$ cat src/hw/rtl/assert_macros.svh
// Assertion helpers. Empty when SYNTHESIS is defined.
`ifndef ASSERT_MACROS_SVH
`define ASSERT_MACROS_SVH

`ifndef SYNTHESIS

// prop must hold at every clock edge outside reset
`define ASSERT_CLK(lbl, clk, rst, prop, msg) \
   lbl: assert property (@(posedge clk) disable iff (rst) prop) else $error(msg);

// cond must never be true outside reset
`define ASSERT_NEVER(lbl, clk, rst, cond, msg) \
   lbl: assert property (@(posedge clk) disable iff (rst) !(cond)) else $error(msg);

`else

`define ASSERT_CLK(lbl, clk, rst, prop, msg)
`define ASSERT_NEVER(lbl, clk, rst, cond, msg)

`endif

`endif

$ cat src/hw/rtl/lept_pkg.sv
package lept_pkg;

   // fixed port field widths
   localparam int XY_W    = 4;
   localparam int ENTRY_W = 6;
   localparam int LEN_W   = 7;

   // request codes
   localparam logic CMD_VISIT = 1'b0;
   localparam logic CMD_READ  = 1'b1;

   typedef enum logic [1:0] {
      ST_IDLE,
      ST_SCAN,
      ST_PUSH,
      ST_READOUT
   } lept_state_type;

   // controller -> datapath
   typedef struct packed {
      logic load;        // latch cell, rewind scan pointer
      logic step_inc;    // count an accepted visit
      logic scan;        // issue next path read
      logic cut;         // truncate path after the entry just read
      logic push;        // append latched cell
      logic emit;        // send entry just read as a result
      logic emit_empty;  // send the empty-path result
   } lept_ctl_type;

   // datapath -> controller
   typedef struct packed {
      logic steps_full;
      logic count_zero;
      logic count_full;
      logic hit;
      logic rd_vld;
      logic rd_last;
      logic issue_done;
   } lept_stat_type;

endpackage

$ cat src/hw/rtl/lept_ctrl.sv
module lept_ctrl
   import lept_pkg::*;
(
   input  logic          clock,
   input  logic          reset,
   input  logic          start,
   input  logic          req_cmd,
   input  lept_stat_type stat,
   output lept_ctl_type  ctl,
   output logic          busy
);

   lept_state_type state_ff, state_in;

   always_ff @(posedge clock) begin
      if (reset) begin
         state_ff <= ST_IDLE;
      end else begin
         state_ff <= state_in;
      end
   end

   always_comb begin
      state_in = state_ff;
      ctl      = '0;
      unique case (state_ff)
         ST_IDLE: begin
            if (start) begin
               if (req_cmd == CMD_READ) begin
                  if (stat.count_zero) begin
                     ctl.emit_empty = 1'b1;
                  end else begin
                     ctl.load = 1'b1;
                     state_in = ST_READOUT;
                  end
               end else if (!stat.steps_full) begin
                  ctl.load     = 1'b1;
                  ctl.step_inc = 1'b1;
                  state_in     = ST_SCAN;
               end
            end
         end
         ST_SCAN: begin
            if (stat.rd_vld && stat.hit) begin
               ctl.cut  = 1'b1;
               state_in = ST_IDLE;
            end else begin
               ctl.scan = 1'b1;
               if ((stat.rd_vld && stat.rd_last) || (!stat.rd_vld && stat.issue_done)) begin
                  state_in = ST_PUSH;
               end
            end
         end
         ST_PUSH: begin
            ctl.push = !stat.count_full;
            state_in = ST_IDLE;
         end
         ST_READOUT: begin
            ctl.scan = 1'b1;
            if (stat.rd_vld) begin
               ctl.emit = 1'b1;
               if (stat.rd_last) begin
                  state_in = ST_IDLE;
               end
            end
         end
         default: begin
            state_in = ST_IDLE;
         end
      endcase
   end

   assign busy = (state_ff != ST_IDLE);

endmodule

$ cat src/hw/rtl/lept_dp.sv
module lept_dp
   import lept_pkg::*;
#(
   parameter int PATH_DEPTH = 64,
   parameter int COORD_BITS = 4
) (
   input  logic                clock,
   input  logic                reset,
   input  logic [XY_W-1:0]     req_cell_x,
   input  logic [XY_W-1:0]     req_cell_y,
   input  lept_ctl_type        ctl,
   output lept_stat_type       stat,
   output logic                rsp_valid,
   output logic [XY_W-1:0]     rsp_out_x,
   output logic [XY_W-1:0]     rsp_out_y,
   output logic [ENTRY_W-1:0]  rsp_entry_index,
   output logic [LEN_W-1:0]    rsp_path_length,
   output logic                rsp_last,
   output logic                rsp_empty_res
);

   localparam int CW    = (COORD_BITS < XY_W) ? COORD_BITS : XY_W;
   localparam int IDX_W = $clog2(PATH_DEPTH);
   localparam int CNT_W = $clog2(PATH_DEPTH + 1);

   logic [2*CW-1:0]  path_mem_ff [PATH_DEPTH];
   logic [2*CW-1:0]  rdata_ff;
   logic [2*CW-1:0]  cell_ff;
   logic [IDX_W-1:0] rd_idx_ff;
   logic             rd_vld_ff, rd_vld_in;
   logic [CNT_W-1:0] ptr_ff, ptr_in;
   logic [CNT_W-1:0] count_ff, count_in;
   logic [CNT_W-1:0] steps_ff, steps_in;
   logic             issue;
   logic             rd_last;

   logic                rsp_valid_ff, rsp_valid_in;
   logic [XY_W-1:0]     rsp_x_ff, rsp_x_in;
   logic [XY_W-1:0]     rsp_y_ff, rsp_y_in;
   logic [ENTRY_W-1:0]  rsp_idx_ff, rsp_idx_in;
   logic [LEN_W-1:0]    rsp_len_ff, rsp_len_in;
   logic                rsp_last_ff, rsp_last_in;
   logic                rsp_empty_ff, rsp_empty_in;

   assign issue   = ctl.scan && (ptr_ff < count_ff);
   assign rd_last = (CNT_W'(rd_idx_ff) + CNT_W'(1)) == count_ff;

   // path store: one write (push), one registered read (scan)
   always_ff @(posedge clock) begin
      if (ctl.push) begin
         path_mem_ff[count_ff[IDX_W-1:0]] <= cell_ff;
      end
      if (issue) begin
         rdata_ff  <= path_mem_ff[ptr_ff[IDX_W-1:0]];
         rd_idx_ff <= ptr_ff[IDX_W-1:0];
      end
      if (ctl.load) begin
         cell_ff <= {req_cell_x[CW-1:0], req_cell_y[CW-1:0]};
      end
   end

   always_comb begin
      ptr_in = ptr_ff;
      if (ctl.load) begin
         ptr_in = '0;
      end else if (issue) begin
         ptr_in = ptr_ff + CNT_W'(1);
      end

      rd_vld_in = issue;

      count_in = count_ff;
      if (ctl.cut) begin
         count_in = CNT_W'(rd_idx_ff) + CNT_W'(1);
      end else if (ctl.push) begin
         count_in = count_ff + CNT_W'(1);
      end

      steps_in = ctl.step_inc ? steps_ff + CNT_W'(1) : steps_ff;
   end

   always_comb begin
      rsp_valid_in = ctl.emit || ctl.emit_empty;
      rsp_x_in     = XY_W'(rdata_ff[2*CW-1:CW]);
      rsp_y_in     = XY_W'(rdata_ff[CW-1:0]);
      rsp_idx_in   = ENTRY_W'(rd_idx_ff);
      rsp_len_in   = LEN_W'(count_ff);
      rsp_last_in  = rd_last;
      rsp_empty_in = 1'b0;
      if (ctl.emit_empty) begin
         rsp_x_in     = '0;
         rsp_y_in     = '0;
         rsp_idx_in   = '0;
         rsp_len_in   = '0;
         rsp_last_in  = 1'b1;
         rsp_empty_in = 1'b1;
      end
   end

   always_ff @(posedge clock) begin
      if (reset) begin
         ptr_ff       <= '0;
         rd_vld_ff    <= 1'b0;
         count_ff     <= '0;
         steps_ff     <= '0;
         rsp_valid_ff <= 1'b0;
      end else begin
         ptr_ff       <= ptr_in;
         rd_vld_ff    <= rd_vld_in;
         count_ff     <= count_in;
         steps_ff     <= steps_in;
         rsp_valid_ff <= rsp_valid_in;
      end
   end

   always_ff @(posedge clock) begin
      if (rsp_valid_in) begin
         rsp_x_ff     <= rsp_x_in;
         rsp_y_ff     <= rsp_y_in;
         rsp_idx_ff   <= rsp_idx_in;
         rsp_len_ff   <= rsp_len_in;
         rsp_last_ff  <= rsp_last_in;
         rsp_empty_ff <= rsp_empty_in;
      end
   end

   always_comb begin
      stat.steps_full = steps_ff >= CNT_W'(PATH_DEPTH);
      stat.count_zero = count_ff == '0;
      stat.count_full = count_ff >= CNT_W'(PATH_DEPTH);
      stat.hit        = rdata_ff == cell_ff;
      stat.rd_vld     = rd_vld_ff;
      stat.rd_last    = rd_last;
      stat.issue_done = ptr_ff >= count_ff;
   end

   assign rsp_valid       = rsp_valid_ff;
   assign rsp_out_x       = rsp_x_ff;
   assign rsp_out_y       = rsp_y_ff;
   assign rsp_entry_index = rsp_idx_ff;
   assign rsp_path_length = rsp_len_ff;
   assign rsp_last        = rsp_last_ff;
   assign rsp_empty_res   = rsp_empty_ff;

endmodule

$ cat src/hw/rtl/loop_erased_path_tracker.sv
// Loop-erased path tracker.
// Request transaction: start high while busy is low. req_cmd = CMD_VISIT
// records the cell (req_cell_x, req_cell_y); req_cmd = CMD_READ reads out
// the current path. Only the first PATH_DEPTH visits count; later ones are
// accepted and dropped.
// Visit: the stored path is scanned one entry per cycle through the single
// read port of the path memory. A hit cuts the path back to that entry,
// otherwise the cell is pushed.
// Readout: one rsp_valid strobe per entry, on consecutive cycles. The first
// strobe follows the request through the state register, the path read
// register and the result register; the final one has rsp_last set. An
// empty path gives a single transaction with rsp_empty_res and rsp_last
// set, taken in the cycle after the request.
// Results are strobed for one cycle and cannot be held off by the receiver.
// Synchronous reset empties the path and clears the visit count; no memory
// clearing pass is needed since only written entries are ever read.
module loop_erased_path_tracker
   import lept_pkg::*;
#(
   parameter int PATH_DEPTH = 64,
   parameter int COORD_BITS = 4
) (
   input  logic                clock,
   input  logic                reset,
   input  logic                start,
   output logic                busy,
   input  logic                req_cmd,
   input  logic [XY_W-1:0]     req_cell_x,
   input  logic [XY_W-1:0]     req_cell_y,
   output logic                rsp_valid,
   output logic [XY_W-1:0]     rsp_out_x,
   output logic [XY_W-1:0]     rsp_out_y,
   output logic [ENTRY_W-1:0]  rsp_entry_index,
   output logic [LEN_W-1:0]    rsp_path_length,
   output logic                rsp_last,
   output logic                rsp_empty_res
);

`include "assert_macros.svh"

   lept_ctl_type  ctl;
   lept_stat_type stat;

   // sequencing: idle / scan / push / readout
   lept_ctrl u_ctrl (
      .clock   (clock),
      .reset   (reset),
      .start   (start),
      .req_cmd (req_cmd),
      .stat    (stat),
      .ctl     (ctl),
      .busy    (busy)
   );

   // path memory, counters, compare and result register
   lept_dp #(
      .PATH_DEPTH (PATH_DEPTH),
      .COORD_BITS (COORD_BITS)
   ) u_dp (
      .clock           (clock),
      .reset           (reset),
      .req_cell_x      (req_cell_x),
      .req_cell_y      (req_cell_y),
      .ctl             (ctl),
      .stat            (stat),
      .rsp_valid       (rsp_valid),
      .rsp_out_x       (rsp_out_x),
      .rsp_out_y       (rsp_out_y),
      .rsp_entry_index (rsp_entry_index),
      .rsp_path_length (rsp_path_length),
      .rsp_last        (rsp_last),
      .rsp_empty_res   (rsp_empty_res)
   );

   // empty-path result is always the final one and reports zero length
   `ASSERT_CLK(a_empty_final, clock, reset,
      rsp_valid && rsp_empty_res |-> rsp_last && (rsp_path_length == '0),
      "empty result without last or with nonzero length")

   // readout entries follow back to back in index order
   `ASSERT_CLK(a_readout_seq, clock, reset,
      rsp_valid && !rsp_last |=> rsp_valid &&
      (rsp_entry_index == $past(rsp_entry_index) + ENTRY_W'(1)),
      "readout sequence broken")

   // path never grows past the store depth
   `ASSERT_NEVER(a_len_bound, clock, reset,
      rsp_valid && (rsp_path_length > LEN_W'(PATH_DEPTH)),
      "path length beyond store depth")

   // cut and push are exclusive
   `ASSERT_NEVER(a_cut_push, clock, reset,
      ctl.cut && ctl.push,
      "cut and push in the same cycle")

endmodule
$ cat config.mk
export PLATFORM = sky130hd
export DESIGN_NAME = loop_erased_path_tracker
export DESIGN_NICKNAME = d
export VERILOG_FILES = /design/src/hw/rtl/lept_pkg.sv /design/src/hw/rtl/lept_ctrl.sv /design/src/hw/rtl/lept_dp.sv /design/src/hw/rtl/loop_erased_path_tracker.sv
export VERILOG_INCLUDE_DIRS = /design/src /design/src/hw/rtl
export SDC_FILE = /design/constraint.sdc
export NUM_CORES = 1
export LEC_CHECK = 0
export ABC_AREA = 1
export BUFFER_PORTS_ARGS = -buffer_cell sky130_fd_sc_hd__buf_2
export CAP_MARGIN = 20
export CORE_ASPECT_RATIO = 2
export CORE_MARGIN = 10
export CORE_UTILIZATION = 63
export CTS_CLUSTER_DIAMETER = 80
export DETAILED_ROUTE_END_ITERATION = 12
export PLACE_DENSITY = 0.8
export SLEW_MARGIN = 20
export SYNTH_ARGS = -nofsm -noshare
export SYNTH_HDL_FRONTEND = slang
export SYNTH_SLANG_ARGS = --single-unit
$ cat constraint.sdc
create_clock -name clock -period 3 [get_ports clock]
set_input_delay 0.45 -clock clock [delete_from_list [all_inputs] [get_ports clock]]
set_output_delay 0.45 -clock clock [all_outputs]
set_load 0.01 [all_outputs]
After elaboration in Yosys (flattened, before gate mapping)
Memory sizes are Yosys's and may differ from the RTL's. A register that Yosys moved wholly into a read port is not among the register bits.
Cells that the tools add are included.
{"block": "totals", "reg_bits": 62, "memories": 1, "latch_bits": 0, "ram_bits": 512, "romBits": 0}
{"block": "op_classes", "multipliers": 0, "eq_ne": 11, "n_addsub": 4, "magnitude_cmp": 4, "div": 0, "bitwise_logic": 0, "n_mux": 31, "n_shift": 0, "n_reduce_logical": 14}
{"memory": "u_dp.path_mem_ff", "depth": 64, "word_bits": 8, "rd": 1, "rd_ports_with_merged_regs": 1, "write_ports": 1, "line": "lept_dp.sv:26", "source": "logic [2*CW-1:0] path_mem_ff [PATH_DEPTH];"}
{"cell": "two-way mux 2 bit", "count": 11}
{"cell": "adder 7 x 1 -> 7 bit, second input constant", "count": 3}
{"cell": "two-way mux 1 bit", "count": 16}
{"cell": ">= comparator 7 bit, second input constant", "count": 2}
{"cell": "two-way mux 7 bit", "count": 2}
{"cell": "== test 8 bit", "count": 1}
{"cell": "case mux 2 bit (4 select lines)", "count": 1}
{"cell": "adder 6 x 1 -> 7 bit, second input constant", "count": 1}
{"cell": "== test 7 bit", "count": 1}
{"cell": ">= comparator 7 bit", "count": 1}
{"cell": "logical NOT 7 bit", "count": 1}
{"cell": "less-than comparator 7 bit", "count": 1}
{"cell": "inequality test 3 bit, second input constant", "count": 2}
{"cell": "AND reduction 6 bit", "count": 1}
{"cell": "== test 2 bit, second input constant", "count": 2}
{"cell": "logical AND 1 bit", "count": 4}
{"cell": "inequality test 2 x 1 -> 1 bit, second input constant", "count": 2}
{"cell": "nonzero test 2 bit", "count": 2}
{"cell": "inequality test 3 x 1 -> 1 bit, second input constant", "count": 1}
{"cell": "== test 2 x 1 -> 1 bit, second input constant", "count": 1}
{"cell": "logical NOT 1 bit", "count": 2}
{"cell": "logical NOT 2 bit", "count": 1}
{"cell": "logical OR 1 bit", "count": 2}
{"cell": "inequality test 2 bit, second input constant", "count": 1}
{"cell": "2 further kinds", "count": 2}

Longest topological paths before layout
Gate-level depths: netlist (run 1).
{"block": "logic_depth", "ltp_word": 7, "mapped_depth": 17, "mapped_depth_nobuf": 15}

Cells and area by module
Synthesis (run 1) repeated with hierarchy kept, for this count alone.
{"block": "unflattened", "cells_unflattened": 2436, "area_unflattened_um2": 25177.9}
{"module": "lept_dp", "n_inst": 1, "area_per_inst_um2": 24941.4, "cells_each": 2389}
{"module": "lept_ctrl", "n_inst": 1, "area_per_inst_um2": 236.5, "cells_each": 47}

Worst setup path after synthesis (run 1)
Ideal clock, no wire load.
{"block": "synth_timing", "path_kind": "register to register", "start": "reg u_dp.cell_ff[7]", "end": "reg u_dp.ptr_ff[2]", "n_path_buf": 0, "setup_time_ns": 0.123, "stages_incl_launch_ff": 11, "t_required_ns": 2.877, "t_arrival_ns": 2.288, "slack_ns": 0.589, "synth_period_minus_slack_ns": 2.411, "cell_sequence": "edfxtp_1 inv_1 or2_2 nand2_1 nor2_1 nand4_1 nand2_2 inv_2 nand2_1 nor2_1 nor3b_2"}
{"block": "synth_between", "elab_chain_cells": 5}
{"item": "start: declaration", "line": "lept_dp.sv:28", "source": "logic [2*CW-1:0] cell_ff;"}
{"item": "start signal: assignment", "line": "lept_dp.sv:58", "source": "cell_ff <= {req_cell_x[CW-1:0], req_cell_y[CW-1:0]};"}
{"item": "== test 8 bit", "line": "lept_dp.sv:131", "source": "stat.hit = rdata_ff == cell_ff;"}
{"item": "logical AND 1 bit", "line": "lept_ctrl.sv:44", "source": "if (stat.rd_vld && stat.hit) begin"}
{"item": "two-way mux 1 bit", "line": "lept_ctrl.sv:44"}
{"item": "case mux 1 bit (2 select lines)", "line": "lept_ctrl.sv:26", "source": "unique case (state_ff)"}
{"item": "logical AND 1 bit", "line": "lept_dp.sv:45", "source": "assign issue = ctl.scan && (ptr_ff < count_ff);"}
{"item": "via u_dp.issue", "line": "lept_dp.sv:34", "source": "logic issue;"}
{"item": "end signal: assignment", "line": "lept_dp.sv:108", "source": "ptr_ff <= ptr_in;"}
{"item": "end: declaration", "line": "lept_dp.sv:31", "source": "logic [CNT_W-1:0] ptr_ff, ptr_in;"}
The timed path passes the listed nets, and every way through them passes these cells.
A chain may end at the register's enable or synchronous reset.

Worst setup path in the final report (run 1)
{"block": "layout_timing", "start": "reg u_dp.ptr_ff[2]", "end": "reg u_dp.rdata_ff[7], read port of u_dp.path_mem_ff, data pin"}
{"block": "layout_between", "elab_chain_cells": 2}
{"item": "less-than comparator 7 bit", "line": "lept_dp.sv:45"}
{"item": "logical AND 1 bit", "line": "lept_dp.sv:45"}
{"item": "end: declaration", "line": "lept_dp.sv:27", "source": "logic [2*CW-1:0] rdata_ff;"}
Several ways; a longest one is shown, not always the timed one.

==> results of run 1 <==
[worst max-delay path by stage]
stage	to	slack (ns)	cells after the start
3_5_place_dp	u_dp.ptr_ff[2]	0.54	13
2_1_floorplan	u_dp.ptr_ff[2]	0.59	10
3_3_place_gp	u_dp.ptr_ff[2]	0.53	13
6_report	u_dp.rdata_ff[7]	0.43	7
4_1_cts	u_dp.rdata_ff[4]	0.50	7
5_1_grt	u_dp.ptr_ff[2]	0.21	14
[routing by layer]
| metal | wire length, µm | track usage (%) | up-vias |
|---|---|---|---|
| li1 | - | - | 7147 |
| met1 | 20000 | 29.4 | 7629 |
| met2 | 31300 | 45.6 | 906 |
| met3 | 4840 | 3.53 | 212 |
| met4 | 3760 | 15.1 | 0 |
| met5 | 0 | 0 | - |
[final cells by class]
type / instances / share of cell area, %
clock buffer: 60 / 4.92
clock inverter: 25 / 0.885
inverter: 83 / 1.21
multi-input combinational: 1174 / 21.5
sequential: 582 / 65.9
tap: 459 / 2.20
timing repair buffer: 116 / 3.32
[power by group]
| part | switching (mW) | internal, mW |
|---|---|---|
| logic | 0.938 | 0.303 |
| clock network | 2.71 | 3.38 |
| registers | 0.0871 | 9.15 |
[sequential cells by signal, summed over array words and instances, names as in the netlist]
name / flops
u_dp.path_mem_ff: 512
u_dp.cell_ff: 8
u_dp.rdata_ff: 8
u_dp.count_ff: 7
u_dp.ptr_ff: 7
u_dp.rsp_path_length: 7
u_dp.steps_ff: 7
u_dp.rd_idx_ff: 6
u_dp.rsp_entry_index: 6
u_dp.rsp_out_x: 4
u_dp.rsp_out_y: 4
u_ctrl.state_ff: 2
u_dp.rd_vld_ff: 1
u_dp.rsp_empty_res: 1
u_dp.rsp_last: 1
u_dp.rsp_valid: 1
[through the flow]
step / cells / cell area [µm²] / worst slack (ns) / hold WS, ns
after floorplan: 1957 / 23800 / 0.589 / 0.432
final: 2499 / 26100 / 0.430 / 0.0602
after detailed placement: 2414 / 24600 / 0.544 / 0.458
after global placement: 2414 / 24600 / 0.526 / 0.443
after global routing: 2499 / 26100 / 0.206 / 0.0442
after CTS: 2499 / 26100 / 0.503 / 0.0469
[cells in the final DEF, fill, tap and decap left out, types with 10 or more instances in the layout]
master and count:
a21oi_1 35, o21ai_0 245, nand4_1 26, o211ai_1 52
nor2_1 398, buf_2 36, nand3_1 80, inv_1 73
ha_1 13, nand2_1 176, dfxtp_1 22, edfxtp_1 557
o22ai_1 63, o21ai_1 35, o221ai_1 10, clkbuf_16 49
buf_4 73, clkinv_1 11
[logic make-up (layout without fill, tap and decap cells)]
kind of cell | Yosys count | after routing
flops | 582 | 582
fa+ha+maj | 13 | 13
simple gates | 706 | 706
compound gates | 450 | 450
buf+inv | 201 | 284
xor+xnor | 5 | 5
[worst max-delay path, delay by kind of cell, from the launching register on]
family	cells	cell delay (ns)
AOI/OAI and AO/OA	1	0.22
buffers and inverters	2	1.02
and+or+nand+nor	4	0.55
DFF	1	0.52
==> metrics.md, run 1 <==
| Metric | Value |
|---|---|
| Die Ht | `295 µm` |
| CTS clock-pin slew for the worst setup and hold paths | `0.07 ns` |
| Clock skew | `0.0286 ns` |
| Final setup violation count | `0` |
| Post-Syn Nets | `1982` |
| Post-route core utilization | `70.1%` |
| Final Hold Vio Count | `0` |
| Clock Sinks | `582` |
| Critical path launch point type | `register` |
| Worst R2R End | `u_dp.rdata_ff[7]` |
| R2r startpoint | `u_dp.ptr_ff[2]` |
| Dpl hpwl | `37800 µm` |
| Post-synthesis mux area share | `0%` |
| Post-CTS sizing | `0` |
| Core box area | `37300 µm²` |
| Syn avg cell area | `12.1 µm²` |
| Overall power | `16.6 mW` |
| Outcome | `completed` |
| CP Capture Type | `register` |
| Max-cap violations | `0` |
| Worst skew pair latency | `0.58 ns` |
| Hold Path End | `u_dp.cell_ff[1]` |
| Starting density of the core | `63.7%` |
| H-tree level count | `2` |
| Synth Area in Adders | `0.684%` |
| Row count | `100` |
| GRT Total Usage | `26.0%` |
| FMAX | `389 MHz` |
| Reg2Reg Depth | `7` |
| 1st-iter DRT viols | `1947` |
| Slew headroom | `41.1%` |
| CTS Hold Bufs | `0` |
| Worst Path Arrival | `2.87 ns` |
| WL/cell | `24.0 µm` |
| Area taken by multi-input logic gates | `5630 µm²` |
| Crit path kind | `reg -> reg` |
| Routed WL | `59900 µm` |
| Largest family of logic cells by synthesized area | `simple AND/OR/NAND/NOR gates` |
| TritonCTS clock tree | `built` |
| Num CTS Buffers | `between 40 and 50` |
| Fill cell count | `2503` |
| CTS Buffer Depth | `3` |
| Final TNS setup | `0 ns` |
| Sequential area share after synthesis | `72.5%` |
| Hold Crit Class | `in -> reg` |
| Antenna-violating nets left | `0` |
| Distinct cells, synth | `41` |
| Gate Count Post-Synth | `1957` |
| Top_reg_cell synth | `edfxtp_1` |
| Antenna violations before repair | `0` |
| Drt drc | `0` |
| Number of global-route vias before repair | `15700` |
| Die area | `~46000 µm²` |
| YS warnings | `0` |
| CP Max Fanout | `25` |
| Pins over their slew limit | `0` |
| RSZ-0062 raised after global routing | `false` |
| First-pass DRT Iterations | `6` |
| Max incr delay on CP | `0.57 ns` |
| Worst-Margin Slew | `between 0.8 and 0.9 ns` |
| Slowest CP cell | `clkinv_1` |
| Count leader, synth | `edfxtp_1` |
| Vias | `15900` |
| Register bit total from synthesis | `roughly 580` |
| Synth top area share | `70.4%` |
| CTS root buffer | `clkbuf_16` |
| I/O pin cnt | `37` |
| First-pass GRT wire length | `91000 µm` |
| Cell Area, Synth | `~24000 µm²` |
| Hold_sp | `req_cell_y[1]` |
| WHS Path Cells | `1` |
| Synth Area in Simple Gates | `12.1%` |
| Synth area leader | `edfxtp_1` |
| Critical Path RT | `~3.3 ns` |
| Ys async rst share | `0%` |
| Synth Area in XOR/XNOR | `0.184%` |
| Power Dens Cells | `634 nW/µm²` |
| Synth top cells by count | `557 x edfxtp_1, 399 x nor2_1, 245 x o21ai_0, 176 x nand2_1, 80 x nand3_1` |
| Period utilization | `85.7%` |
| Final nets | `2028` |
| Reg2reg setup slack | `0.43 ns` |
| Pin count of the biggest net entering global routing | `around 150` |
| Post-synth EDFFs | `557` |
| Dominant cells by area after synthesis | `edfxtp_1 70%, nor2_1 6.3%, o21ai_0 5.2%, nand2_1 2.8%, dfxtp_1 2.1%` |
| Postcts setup bufs | `0` |
| Crit path cell chain | `nand2_1, clkinv_1, buf_4, a21oi_1, nand3_1, nand3_1, nand2_1` |
| Layout cell share with drive strength beyond 1 | `10.4%` |
| Port buffer count | `36` |
| Synth-to-layout area growth | `10.0%` |
| Pleak | `8.93 nW` |
| Register area | `17200 µm²` |
| Die X | `around 160 µm` |
| Compound-Gate Fraction of Synth Area | `10.7%` |
| GP Congestion | `1.00` |
| Antenna fix cells | `0` |
| DR vias/cell | `6.36` |
| Final global-route overflow total | `0` |
| Final min period | `2.57 ns` |
| Setup crit start | `u_dp.ptr_ff[2]` |
| VDD IR-drop max | `roughly 0.51 mV` |
Note: power is estimated with default switching activity, not from simulation.
==> inputs of run 2 (changes only) <==
CORE_MARGIN = unset   (was 10)
CORE_UTILIZATION = 65   (was 63)
CTS_BUF_LIST = sky130_fd_sc_hd__clkbuf_4   (was unset)
PLACE_DENSITY = 0.82   (was 0.8)
==> run 2 against run 1 <==
Against the previous run:
- count of clock-buffer cells in the layout increased by 90
- register-to-register slack worse by 0.36 ns
- die area is 19% lower
==> metrics.md, run 2 (same netlist as run 1, synthesis figures left out) <==
| Metric | Value |
|---|---|
| Outcome | `completed` |
| Worst Path Arrival | `3.41 ns (+0.54 ns)` |
| Final global-route overflow total | `0 (unchanged)` |
| Period utilization | `97.7% (+12 points)` |
| Critical path launch point type | `register` |
| Num CTS Buffers | `114 (+150%)` |
| Die area | `37400 µm² (-19%)` |
| Clock Sinks | `582 (unchanged)` |
| Final min period | `2.93 ns (+0.362 ns)` |
| Max-cap violations | `0 (unchanged)` |
| Port buffer count | `36 (unchanged)` |
| Max incr delay on CP | `0.84 ns (+0.27 ns)` |
| Final nets | `2101 (+3.6%)` |
| Vias | `16700 (+5.0%)` |
| 1st-iter DRT viols | `2017 (+3.6%)` |
| Max FFs per register | `512 (unchanged)` |
| VDD IR-drop max | `0.433 mV (-15%)` |
| Dpl hpwl | `37000 µm (-2.3%)` |
| Clock skew | `0.0632 ns (+0.0347 ns)` |
| Inst Count DP | `2399 (-0.62%)` |
| DR vias/cell | `6.35 (about the same)` |
| Core box area | `35900 µm² (-3.6%)` |
| FMAX | `341 MHz (-12%)` |
| Starting density of the core | `66.2% (+2.4 points)` |
| First-pass GRT wire length | `91100 µm (+0.20%)` |
| WL/cell | `23.1 µm (-3.7%)` |
| Hold_ws | `0.371 ns (+0.311 ns)` |
| CTS Buffer Depth | `3 (unchanged)` |
| Overall power | `16.1 mW (-2.8%)` |
| Die X | `137 µm (-13%)` |
| First-pass DRT Iterations | `7 (+1)` |
| Die Ht | `272 µm (-7.6%)` |
| Worst-Margin Slew | `0.852 ns (-0.0283 ns)` |
| Final WS setup | `0.0678 ns (-0.362 ns)` |
| Drt drc | `0 (unchanged)` |
| Slew headroom | `43.2% (+2.1 points)` |
| CTS clock-pin slew for the worst setup and hold paths | `0.08 ns (about the same)` |
| Fill cell count | `2265 (-9.5%)` |
| Non-Filler Instances | `2626 (+5.1%)` |
| CTS root buffer | `clkbuf_4` |
| Area taken by multi-input logic gates | `5640 µm² (+0.13%)` |
| TritonCTS clock tree | `built` |
| Hold Crit Class | `in -> reg` |
| Power Dens Cells | `615 nW/µm² (-2.9%)` |
| DP Worst Slack | `0.127 ns (-0.417 ns)` |
| Area post-placement | `24600 µm² (-0.23%)` |
| Routed WL | `60600 µm (+1.2%)` |
| Commonest non-fill, non-tap cell in the layout | `edfxtp_1` |
| Crit path cell chain | `inv_2, nor2_2, nand2_2, clkinv_1, nand4_1, nor2_1` |
| Number of global-route vias before repair | `16700 (+5.8%)` |
| Antenna violations before repair | `1 (+1)` |
| Final setup violation count | `0 (unchanged)` |
| CP Max Fanout | `10 (-60%)` |
| Postcts setup bufs | `0 (unchanged)` |
| Final instance area | `26200 µm² (+0.15%)` |
| Synth-to-layout area growth | `10.2%` |
| Post-route core utilization | `72.9% (+2.8 points)` |
| Pin count of the biggest net entering global routing | `114 (-21%)` |
| Layout cell share with drive strength beyond 1 | `14.7% (+4.3 points)` |
| Final Hold Vio Count | `0 (unchanged)` |
| GRT Total Usage | `33.6% (+7.6 points)` |
| Critical Path RT | `3.48 ns (+0.18 ns)` |
| GP Congestion | `1.00 (about the same)` |
| Crit path kind | `reg -> reg` |
| Antenna-violating nets left | `0 (unchanged)` |
| Pins over their slew limit | `0 (unchanged)` |
| RSZ-0062 raised after global routing | `false` |
| Pleak | `9.09 nW (+1.8%)` |
| Commonest non-fill, non-tap cells in the layout | `557 x edfxtp_1, 395 x nor2_1, 245 x o21ai_0, 176 x nand2_1, 150 x clkbuf_4` |
| Final TNS setup | `0 ns (unchanged)` |
| Slowest CP cell | `nor2_1` |
| Worst skew pair latency | `0.85 ns (+0.27 ns)` |
| I/O pin cnt | `37 (unchanged)` |
| CP Capture Type | `register` |
| Row count | `98 (-2.0%)` |
| Register area | `17200 µm² (unchanged)` |
| H-tree level count | `3 (+1)` |
## run 2: timing repair
action | CTS | global route
gates resized for setup | 0 | 3
hold buffers | 11 | 0
endpoints found under the setup margin | 0 | 14
endpoints found under the hold margin | 20 | 0
## run 2: where the power goes
part | switching (mW) | internal, mW | leakage (nW)
Clock | 2.96 | 2.65 | 0.877
Combinational | 0.963 | 0.315 | 2.99
Sequential | 0.0812 | 9.14 | 5.22
## run 2: final timing paths
| check | startpoint | endpoint | slack, ns | cells after the start |
|---|---|---|---|---|
| worst max-delay path | u_ctrl.state_ff[1] | u_dp.path_mem_ff[27][7] | 0.07 | 6 |
| worst min-delay path | req_cell_y[1] | u_dp.cell_ff[1] | 0.37 | 2 |
| worst max register to register | u_ctrl.state_ff[1] | u_dp.path_mem_ff[27][7] | 0.07 | 6 |
| worst min register to register | u_dp.steps_ff[4] | u_dp.steps_ff[4] | 0.47 | 2 |
## run 2: critical path, delay by kind of cell, from the launching register on
family,cells,cell delay [ns]
buffers and inverters,2,0.29
DFF,1,0.49
and+or+nand+nor,4,1.80
## run 2: layer usage
layer / share of wire, % / vias up / track usage [%]
li1: - / 7387 / -
met1: 32 / 7771 / 37.6
met3: 10 / 302 / 8.54
met4: 7.4 / 0 / 24.8
met2: 50 / 1228 / 54.7
met5: 0 / - / 0
## run 2: layout make-up
type,instances,share of cell area (%)
Tap cell,450,2.15
Sequential cell,582,65.8
Clock buffer,150,4.30
Multi-Input combinational cell,1174,21.5
Antenna cell,1,0.00956
Clock inverter,65,1.41
Inverter,83,1.21
Timing Repair Buffer,121,3.56
